$ cat src/rtl/lach_pkg.sv
// ----------------------------------------------------------------------------
// lach_pkg
// Shared types, codes and constants of the load-average core hotplug block.
// ----------------------------------------------------------------------------
`default_nettype none

package lach_pkg;

  localparam int unsigned AVG_W         = 15;
  localparam int unsigned TASK_W        = 8;
  localparam int unsigned CFG_DATA_W    = 15;
  localparam int unsigned CFG_IDX_W     = 2;
  localparam int unsigned SAMPLE_SCALE  = 100;
  localparam int unsigned AVG_PER_SLOT  = 1000;
  localparam int unsigned ON_THR_RESET  = 400;
  localparam int unsigned OFF_THR_RESET = 200;
  localparam int unsigned RING_SIZE_DEF = 6;

  typedef enum logic [1:0] {
    OP_SAMPLE  = 2'd0,
    OP_SUSPEND = 2'd1,
    OP_RESUME  = 2'd2
  } op_e;

  typedef enum logic [1:0] {
    CMD_NONE    = 2'd0,
    CMD_ONLINE  = 2'd1,
    CMD_OFFLINE = 2'd2
  } cmd_e;

  typedef enum logic [CFG_IDX_W-1:0] {
    REG_ENABLE  = 2'd0,
    REG_BOOST   = 2'd1,
    REG_ON_THR  = 2'd2,
    REG_OFF_THR = 2'd3
  } reg_e;

  typedef enum logic [1:0] {
    ST_IDLE,
    ST_SUM,
    ST_DIV
  } state_e;

  typedef struct packed {
    logic [1:0]        operation;
    logic [TASK_W-1:0] task_count;
    logic              core_online;
  } lach_in_t;

  typedef struct packed {
    logic [1:0]       command;
    logic [AVG_W-1:0] average_load;
    logic [1:0]       next_interval;
    logic             sample_taken;
  } lach_out_t;

endpackage

`default_nettype wire

$ cat src/rtl/lach_div.sv
// ----------------------------------------------------------------------------
// lach_div
// Divider by a constant through multiplication with a rounded-up reciprocal,
// giving the exact quotient, which is registered after the dividend register.
// ----------------------------------------------------------------------------
`default_nettype none

module lach_div #(
  parameter int unsigned DVD_W   = 18,
  parameter int unsigned QUO_W   = 15,
  parameter int unsigned DIVISOR = 7
) (
  input  wire logic             clk_i,
  input  wire logic             rst_ni,
  input  wire logic             start_i,
  input  wire logic [DVD_W-1:0] dividend_i,
  output logic                  done_o,
  output logic [QUO_W-1:0]      quotient_o
);

  localparam int unsigned     SHIFT  = DVD_W + $clog2(DIVISOR);
  localparam int unsigned     MUL_W  = DVD_W + 1;
  localparam int unsigned     PROD_W = DVD_W + MUL_W;
  localparam longint unsigned RECIP  =
    ((64'd1 << SHIFT) + 64'(DIVISOR) - 64'd1) / 64'(DIVISOR);

  logic [DVD_W-1:0]  dvd_q;
  logic [QUO_W-1:0]  quo_q;
  logic              busy_q;
  logic              done_q;
  logic [PROD_W-1:0] product;

  assign product = PROD_W'(dvd_q) * PROD_W'(RECIP);

  always_ff @(posedge clk_i or negedge rst_ni) begin
    if (!rst_ni) begin
      busy_q <= 1'b0;
      done_q <= 1'b0;
    end else begin
      busy_q <= start_i;
      done_q <= busy_q;
    end
  end

  always_ff @(posedge clk_i) begin
    if (start_i) begin
      dvd_q <= dividend_i;
    end
    if (busy_q) begin
      quo_q <= product[SHIFT +: QUO_W];
    end
  end

  assign done_o     = done_q;
  assign quotient_o = quo_q;

endmodule

`default_nettype wire

$ cat src/rtl/load_average_core_hotplug_top.sv
// ----------------------------------------------------------------------------
// load_average_core_hotplug_top
// Hotplug governor for a second core, driven by a running load average.
// ----------------------------------------------------------------------------
// Suspend, resume and ignored items complete in the cycle they are accepted,
// with the result registered for the following cycle. A sample item that is
// acted on has its result registered after the accepting cycle, the ST_SUM
// state, which adds one ring entry per cycle through a single adder, and the
// ST_DIV state, in which the total is multiplied by the reciprocal of
// RING_SIZE + 1. A new item is taken only when the sequencer is idle and the
// result register is free or being read.
`default_nettype none

module load_average_core_hotplug_top #(
  parameter int unsigned RING_SIZE = lach_pkg::RING_SIZE_DEF
) (
  input  wire logic                               clk_i,
  input  wire logic                               rst_ni,
  input  wire logic                               cfg_we_i,
  input  wire logic [lach_pkg::CFG_IDX_W-1:0]     cfg_idx_i,
  input  wire logic [lach_pkg::CFG_DATA_W-1:0]    cfg_wdata_i,
  input  wire logic                               in_valid_i,
  output logic                                    in_ready_o,
  input  wire lach_pkg::lach_in_t                 in_data_i,
  output logic                                    out_valid_o,
  input  wire logic                               out_ready_i,
  output lach_pkg::lach_out_t                     out_data_o
);

  import lach_pkg::*;

  localparam int unsigned PW      = (RING_SIZE > 1) ? $clog2(RING_SIZE) : 1;
  localparam int unsigned TOT_W   = AVG_W + $clog2(RING_SIZE + 1);
  localparam int unsigned AVG_RST = (AVG_PER_SLOT * RING_SIZE) % (1 << AVG_W);

  state_e state_q, state_d;

  logic                 en_q;
  logic                 boost_q;
  logic [AVG_W-1:0]     on_thr_q;
  logic [AVG_W-1:0]     off_thr_q;
  logic [AVG_W-1:0]     ring_q [RING_SIZE];
  logic [PW-1:0]        pos_q;
  logic [AVG_W-1:0]     avg_q;
  logic                 susp_q;
  logic [TOT_W-1:0]     total_q, total_d;
  logic [PW-1:0]        idx_q;
  logic                 online_q;
  lach_out_t            out_q;
  logic                 out_valid_q;

  logic                 in_fire;
  logic                 out_free;
  logic                 sample_go;
  logic                 sum_last;
  logic                 sum_en;
  logic                 div_start;
  logic                 div_done;
  logic                 finish;
  logic [AVG_W-1:0]     quotient;
  logic [15:0]          scaled_full;
  logic [AVG_W-1:0]     scaled;
  logic [1:0]           imm_cmd;
  logic [1:0]           fin_cmd;
  logic                 susp_next;

  function automatic logic sum_last_pos(input logic [PW-1:0] p);
    return p == PW'(RING_SIZE - 1);
  endfunction

  assign out_free    = !out_valid_q || out_ready_i;
  assign in_fire     = in_valid_i && in_ready_o;
  assign sample_go   = (in_data_i.operation == OP_SAMPLE) && en_q && !boost_q && !susp_q;
  assign sum_last    = idx_q == PW'(RING_SIZE - 1);
  assign total_d     = total_q + TOT_W'(ring_q[idx_q]);
  assign scaled_full = 16'(in_data_i.task_count) * 16'(SAMPLE_SCALE);
  assign scaled      = scaled_full[AVG_W-1:0];

  always_comb begin
    state_d = state_q;
    unique case (state_q)
      ST_IDLE: if (in_fire && sample_go) state_d = ST_SUM;
      ST_SUM:  if (sum_last) state_d = ST_DIV;
      ST_DIV:  if (div_done) state_d = ST_IDLE;
      default: state_d = ST_IDLE;
    endcase
  end

  always_comb begin
    in_ready_o = 1'b0;
    sum_en     = 1'b0;
    div_start  = 1'b0;
    finish     = 1'b0;
    unique case (state_q)
      ST_IDLE: in_ready_o = out_free;
      ST_SUM: begin
        sum_en    = 1'b1;
        div_start = sum_last;
      end
      ST_DIV:  finish = div_done;
      default: in_ready_o = 1'b0;
    endcase
  end

  always_comb begin
    imm_cmd   = CMD_NONE;
    susp_next = susp_q;
    case (in_data_i.operation)
      OP_SUSPEND: begin
        if (!susp_q) begin
          susp_next = 1'b1;
          if (en_q && !boost_q && in_data_i.core_online) imm_cmd = CMD_OFFLINE;
        end
      end
      OP_RESUME: begin
        if (susp_q) begin
          susp_next = 1'b0;
          if (en_q && boost_q && !in_data_i.core_online) imm_cmd = CMD_ONLINE;
        end
      end
      default: imm_cmd = CMD_NONE;
    endcase
  end

  always_comb begin
    fin_cmd = CMD_NONE;
    if (quotient >= on_thr_q && !online_q) begin
      fin_cmd = CMD_ONLINE;
    end else if (quotient < off_thr_q && online_q) begin
      fin_cmd = CMD_OFFLINE;
    end
  end

  lach_div #(
    .DVD_W  (TOT_W),
    .QUO_W  (AVG_W),
    .DIVISOR(RING_SIZE + 1)
  ) u_div (
    .clk_i     (clk_i),
    .rst_ni    (rst_ni),
    .start_i   (div_start),
    .dividend_i(total_d),
    .done_o    (div_done),
    .quotient_o(quotient)
  );

  always_ff @(posedge clk_i or negedge rst_ni) begin
    if (!rst_ni) begin
      state_q     <= ST_IDLE;
      en_q        <= 1'b1;
      boost_q     <= 1'b0;
      on_thr_q    <= AVG_W'(ON_THR_RESET);
      off_thr_q   <= AVG_W'(OFF_THR_RESET);
      ring_q      <= '{default: '0};
      pos_q       <= PW'(RING_SIZE - 1);
      avg_q       <= AVG_W'(AVG_RST);
      susp_q      <= 1'b0;
      out_valid_q <= 1'b0;
    end else begin
      state_q <= state_d;
      if (cfg_we_i) begin
        unique case (cfg_idx_i)
          REG_ENABLE:  en_q      <= cfg_wdata_i[0];
          REG_BOOST:   boost_q   <= cfg_wdata_i[0];
          REG_ON_THR:  on_thr_q  <= cfg_wdata_i[AVG_W-1:0];
          REG_OFF_THR: off_thr_q <= cfg_wdata_i[AVG_W-1:0];
          default:     en_q      <= en_q;
        endcase
      end
      if (in_fire) begin
        if (sample_go) begin
          ring_q[pos_q] <= scaled;
          pos_q <= sum_last_pos(pos_q) ? '0 : pos_q + PW'(1);
        end else begin
          susp_q <= susp_next;
        end
      end
      if (finish) begin
        avg_q <= quotient;
      end
      if (in_fire && !sample_go) begin
        out_valid_q <= 1'b1;
      end else if (finish) begin
        out_valid_q <= 1'b1;
      end else if (out_ready_i) begin
        out_valid_q <= 1'b0;
      end
    end
  end

  always_ff @(posedge clk_i) begin
    if (in_fire) begin
      total_q  <= TOT_W'(avg_q);
      idx_q    <= '0;
      online_q <= in_data_i.core_online;
    end else if (sum_en) begin
      total_q <= total_d;
      idx_q   <= idx_q + PW'(1);
    end
    if (in_fire && !sample_go) begin
      out_q.command       <= imm_cmd;
      out_q.average_load  <= avg_q;
      out_q.next_interval <= in_data_i.core_online ? 2'd2 : 2'd1;
      out_q.sample_taken  <= 1'b0;
    end else if (finish) begin
      out_q.command       <= fin_cmd;
      out_q.average_load  <= quotient;
      out_q.next_interval <= online_q ? 2'd2 : 2'd1;
      out_q.sample_taken  <= 1'b1;
    end
  end

  assign out_valid_o = out_valid_q;
  assign out_data_o  = out_q;

  a_ready_only_idle: assert property (@(posedge clk_i) disable iff (!rst_ni)
    in_ready_o |-> state_q == ST_IDLE)
    else $error("input ready outside the idle state");

  a_div_done_in_div: assert property (@(posedge clk_i) disable iff (!rst_ni)
    div_done |-> state_q == ST_DIV)
    else $error("divider finished outside the divide state");

  a_out_empty_sum: assert property (@(posedge clk_i) disable iff (!rst_ni)
    state_q == ST_SUM |-> !out_valid_q)
    else $error("result register occupied while a sample is summed");

  a_pos_range: assert property (@(posedge clk_i) disable iff (!rst_ni)
    pos_q <= PW'(RING_SIZE - 1))
    else $error("ring position out of range");

endmodule

`default_nettype wire

$ cat config.mk
export PLATFORM = sky130hd
export DESIGN_NAME = load_average_core_hotplug_top
export DESIGN_NICKNAME = d
export VERILOG_FILES = /design/src/rtl/lach_pkg.sv /design/src/rtl/lach_div.sv /design/src/rtl/load_average_core_hotplug_top.sv
export SDC_FILE = /design/constraint.sdc
export NUM_CORES = 1
export LEC_CHECK = 0
export ABC_AREA = 1
export BUFFER_PORTS_ARGS = -buffer_cell sky130_fd_sc_hd__buf_2
export CORE_MARGIN = 2
export CORE_UTILIZATION = 65
export CTS_CLUSTER_SIZE = 10
export DETAILED_ROUTE_END_ITERATION = 16
export GPL_ROUTABILITY_DRIVEN = 0
export GPL_TIMING_DRIVEN = 0
export PLACE_DENSITY = 0.92
export SLEW_MARGIN = 20
export SYNTH_ARGS = -nofsm -noshare
export SYNTH_HDL_FRONTEND = slang
export SYNTH_SLANG_ARGS = --single-unit
export TNS_END_PERCENT = 5
$ cat constraint.sdc
create_clock -name clk_i -period 6.8 [get_ports clk_i]
set_clock_uncertainty 0.2 [all_clocks]
set_input_delay 1.36 -clock clk_i [delete_from_list [all_inputs] [get_ports clk_i]]
set_output_delay 1.36 -clock clk_i [all_outputs]
set_load 0.02 [all_outputs]
-- Word-level counts from Yosys, hierarchy flattened
Index checks and enable logic that the tools add are counted.
- memory bits (writable): 0
- memories: 0
- output and inout bits: 22
- bits in registers: 221
- memory bits (read-only): 0
- bits in latches: 0
- word-level logic and storage cells: 118
- bits of input ports: 33
- shifts and indexed selects: 0
- reductions and logical operators: 34
- div/mod/pow operators: 0
- order comparisons: 5
- multiply operators: 2
- bitwise gates (word level): 3
- eq/ne operators: 12
- multiplexer cells: 32
- add/sub/neg operators: 3
- operators with widths (cell ; number):
    bitwise mux 90 bit ; 1
    two-way mux 15 bit ; 5
    binary-select mux 15 bit (select 3 bit) ; 1
    demux 15 bit (select 3 bit) ; 1
    two-way mux 20 bit ; 2
    multiplier 18 x 18 -> 35 bit, second input constant ; 1
    adder 18 x 15 -> 18 bit ; 1
    two-way mux 2 bit ; 9
    greater-or-equal comparator 15 bit ; 1
    < comparator 15 bit ; 1
    logical AND 1 bit ; 13
    multiplier 8 x 5 -> 13 bit, second input constant ; 1
    AND reduction 2 bit ; 5
    two-way mux 1 bit ; 9
    equality test 2 bit, second input constant ; 4
    greater-or-equal comparator 4 bit, second input constant ; 2
    NOT 3 -> 4 bit ; 2
    adder 3 x 1 -> 3 bit, second input constant ; 2
    equality test 2 x 1 -> 1 bit, second input constant ; 3
    equality test 3 bit, second input constant ; 2
    zero test 1 bit ; 6
    zero test 2 bit ; 3
    one-hot mux 2 bit (3 select lines) ; 1
    AND reduction 3 bit ; 2
    10 further kinds ; 13

-- Depth between registers and ports, before layout
- depth in word-level cells: 7
- depth in mapped cells: 20

-- By module
From an unflattened synthesis, not the netlist that was laid out.
- cells, all modules: 1802
- area, all modules: 15324.7 um2
- modules (own cells, without submodules) (module ; instances ; cells each ; area an instance (um2) ; sequential area each (um2)):
    load_average_core_hotplug_top ; 1 ; 1177 ; 9713.1 ; 4514.3
    lach_div ; 1 ; 625 ; 5611.6 ; 1041.0

-- Worst setup path before layout
No wires, ideal clock.
- path kind: reg2reg
- start: reg u_div.dvd_q[1]
- end: reg u_div.quo_q[8], in the netlist u_div.quotient_o[8] (data pin)
- library setup time: 0.252 ns
- slack: 2.357 ns
- period minus slack after synthesis: 4.443 ns
- stages on the path, launching flop included: 20
- required time: 6.348 ns
- arrival time: 3.990 ns
- cells stage by stage: edfxtp_1 > ha_1 > inv_1 > fa_1 > fa_1 > inv_1 > fa_1 > inv_1 > fa_1 > inv_1 > ha_1 > nand2_1 > nor2_1 > inv_1 > nor3_1 > nand2_1 > nand2_1 > nand2_1 > nand3_1 > nand2_1
- longest elaborated chain between the ends: 1
- ends and longest elaborated chain (what ; line ; text):
    start: declaration ; lach_div.sv:27 ; logic [DVD_W-1:0] dvd_q;
    start signal: assignment ; lach_div.sv:47 ; dvd_q <= dividend_i;
    multiplier 18 x 18 -> 35 bit ; lach_div.sv:33 ; assign product = PROD_W'(dvd_q) * PROD_W'(RECIP);
    net u_div.product[29] ; lach_div.sv:31 ; logic [PROD_W-1:0] product;
    end signal: assignment ; lach_div.sv:50 ; quo_q <= product[SHIFT +: QUO_W];
    end: declaration ; lach_div.sv:28 ; logic [QUO_W-1:0] quo_q;
The timed path passes the listed nets, and every way through them passes these cells.
A chain may end at the register's enable or synchronous reset.

-- Worst setup path in the final report
- start: reg u_div.dvd_q[1]
- end: reg u_div.quo_q[13], in the netlist u_div.quotient_o[13] (data pin)
The elaborated chain is that of the path after synthesis.

==> results.cfg <==
[run_status]
status = finished, final reports clean

[placed_design]
io_buffers = 54
placed_cell_area_sq_um = 16100
place_inst = 2186
pre_cts_slack_ns = 1.74
dp_hpwl_um = 30800

[worst_hold_path]
worstHoldPathCells = 0
min_to = u_div.dvd_q[1]
hp-class = flip-flop to flip-flop

[yosys]
synth_top_area_cell = dfrtp_1
yosys-top-cells-count = nand2_1, inv_1, ha_1
postSynthAreaPerCell_sq_um = 8.48
netlist_area_sq_um = 15400
synth_compound_area_share_pct = 11.0
synth.most_common_cell = nand2_1
synth_cells = 1811
synth.area.mux_share_pct = 0
synth-xor-area-share_pct = 0.856
synth_top_family_by_area = adder cells
synth-async-reset-ratio_pct = 64.1
synth_edf_count = 68
synth_nets = 2117
synth_top_area_share_pct = 19.2
synthAdderAreaFrac_pct = 25.4
ys_types = 45
ys.warnings.count = 0
yosys.area_share.simple_pct = 17.8
ys.flop_type = dfrtp_1
ys_seq_area_share_pct = 36.2
yosys_register_bits = 209
ys_top_cells_by_area = dfrtp_1, ha_1, edfxtp_1

[routing]
dr_wl_met3_um = 4110
drc_errors = 0
first_iter_violations = 1490
vias = 13500
top_layer_used = met4
totalWireLength_um = 41300
first_pass_iters = 6
ant_nets = 0
wire_per_inst_um = 18.5
wl_met2_um = 20000
viasPerCell = 6.05
wl_met1_um = 15000

[setup_path]
crit_required_ns = 6.85
cp_common_cell = nand2_1
worstSetupEndpointType = flip-flop
reg2reg_to = u_div.quotient_o[13]
cp_max_fo = 4
startpoint_type = flip-flop
critPathArrivalTime_ns = 5.23
rr_worst_depth = 18
worstReg2RegStart = u_div.dvd_q[1]
cp_slowest_stage_delay_ns = 0.54
r2r_slack_ns = 1.63
cp_slowest_cell = fa_1
cp_num_buf_inv = 4
cp_top_family = adder cells
path_cells = ha_1, inv_1, fa_1, fa_1, inv_1, fa_1, inv_1, fa_1, inv_1, ha_1, a21oi_1, o21ai_0, nand2_1, nand2_1, a21oi_1, nand2_1, nand2_1, nand2_1
criticalPathCategory = flip-flop to flip-flop
cp.depth = 18

[sta]
final.setup.tns_ns = 0
timing.final.crit_share_pct = 76.1
fin_ws_ns = 1.63
worstMarginPinSlew_ns = 0.869
setup_viol = 0
slew_headroom_pct = 42.0
hold_violations = 0
rsz0062_at_grt = false
slew_viol_final = 0
fin_crit_ns = 5.17
fmax_ghz = 0.193

[floorplanning]
die_width_um = 158
die_area_sq_um = 24900
initial_core_util_pct = 65.8
core-area_sq_um = 23300
die_y_um = 158
std_cell_rows = 56
io-pin-count = 55

[final_layout]
stdcell_count = 2231
drive_gt1_share_pct = 7.54
final_area_sq_um = 16800
syn2layout_area_growth_pct = 9.25
fillCellCount = 1497
fin_nets = 2199

[cts]
cts.repair.resized = 0
clk_latency_ns = 0.52
clockRootBuffer = clkbuf_16
cts_hold_buf = 0
cts_tree = done
clock-sinks = 209
htreeDepth = 1
path_clk_slew_ns = 0.06
cts_setup_buffers = 0
clock_path_buffers = 3
numCtsBuffers = 24

[global_routing]
grt_max_degree = 92
grt_pass1_vias = 13600
grt_use_total_pct = 34.0
antenna_found_initial = 1
grt_pass1_wl_um = 66600
grt_overflow_total = 0

[power]
leakage_nw = 8.73
power_density_nw_per_um2 = 334
vdd_ir_drop_max_v = 0.000229
power_w = 0.00561

[run]
drv_cap = 0
[sequential cells by signal, indices dropped and copies added (netlist names), named ones only]
signal / cells
u_div.busy_q: 1
out_valid_o: 1
u_div.dvd_q: 18
idx_q: 3
boost_q: 1
out_data_o: 20
total_q: 16
susp_q: 1
ring_q: 78
pos_q: 3
off_thr_q: 15
state_q: 2
avg_q: 15
en_q: 1
on_thr_q: 15
u_div.done_o: 1
online_q: 1
u_div.quotient_o: 15
[cell type report]
cell class	count	area (sq um)	share of cell area, %
multi-input combinational	1253	8450	50.4
sequential	209	5560	33.1
inverter	311	1170	6.96
clock buffer	44	697	4.16
tap	319	399	2.38
timing repair buffer	56	319	1.90
buffer	38	185	1.10
antenna	1	2.50	0.0149
[cells by family after synthesis]
group | after synthesis
simple gates | 652
buf+inv | 349
compound gates | 313
fa+ha+maj | 273
flops | 209
xor+xnor | 15
[worst max-delay path by stage]
stage / from / endpoint
6_report: u_div.dvd_q[1] / u_div.quotient_o[13]
5_1_grt: u_div.dvd_q[1] / u_div.quotient_o[13]
3_3_place_gp: u_div.dvd_q[1] / u_div.quotient_o[13]
2_1_floorplan: u_div.dvd_q[1] / u_div.quotient_o[8]
4_1_cts: u_div.dvd_q[1] / u_div.quotient_o[13]
3_5_place_dp: u_div.dvd_q[1] / u_div.quotient_o[13]
[metal layers]
| layer | up-vias | track usage [%] |
|---|---|---|
| li1 | 6060 | - |
| met1 | 6325 | 41.7 |
| met2 | 903 | 58.0 |
| met3 | 213 | 5.23 |
| met4 | 0 | 18.5 |
| met5 | - | 0 |
[placed cells by master, fill, tap and decap left out, drive strengths merged, types with 4 or more instances in the layout]
cell type / Yosys / layout
xnor2: 4 / 4
dfrtp: 118 / 118
dfstp: 16 / 16
xor2: 11 / 11
nor3: 16 / 16
ha: 209 / 209
inv: 311 / 311
o21ai: 219 / 219
o21bai: 6 / 6
buf: 9 / 65
nor2: 107 / 107
nand2: 414 / 414
edfxtp: 68 / 68
o22ai: 9 / 9
and2: 8 / 8
a21oi: 71 / 71
dfxtp: 7 / 7
nand3: 86 / 86
clkbuf: 29 / 73
fa: 64 / 64
nand4: 12 / 12
[per-stage QoR]
stage                     util, %  hold WS, ns
after floorplan                 -        0.200
after global placement       68.7        0.202
after detailed placement     68.9        0.215
after CTS                    71.9        0.229
after global routing         71.9        0.247
final                        71.9        0.229
[where the power goes]
group	internal [W]	switching [W]
Clock	0.000684	0.000488
Combinational	0.000859	0.00189
Sequential	0.00159	0.0000972
No activity file was read; power rests on OpenSTA's default activity.
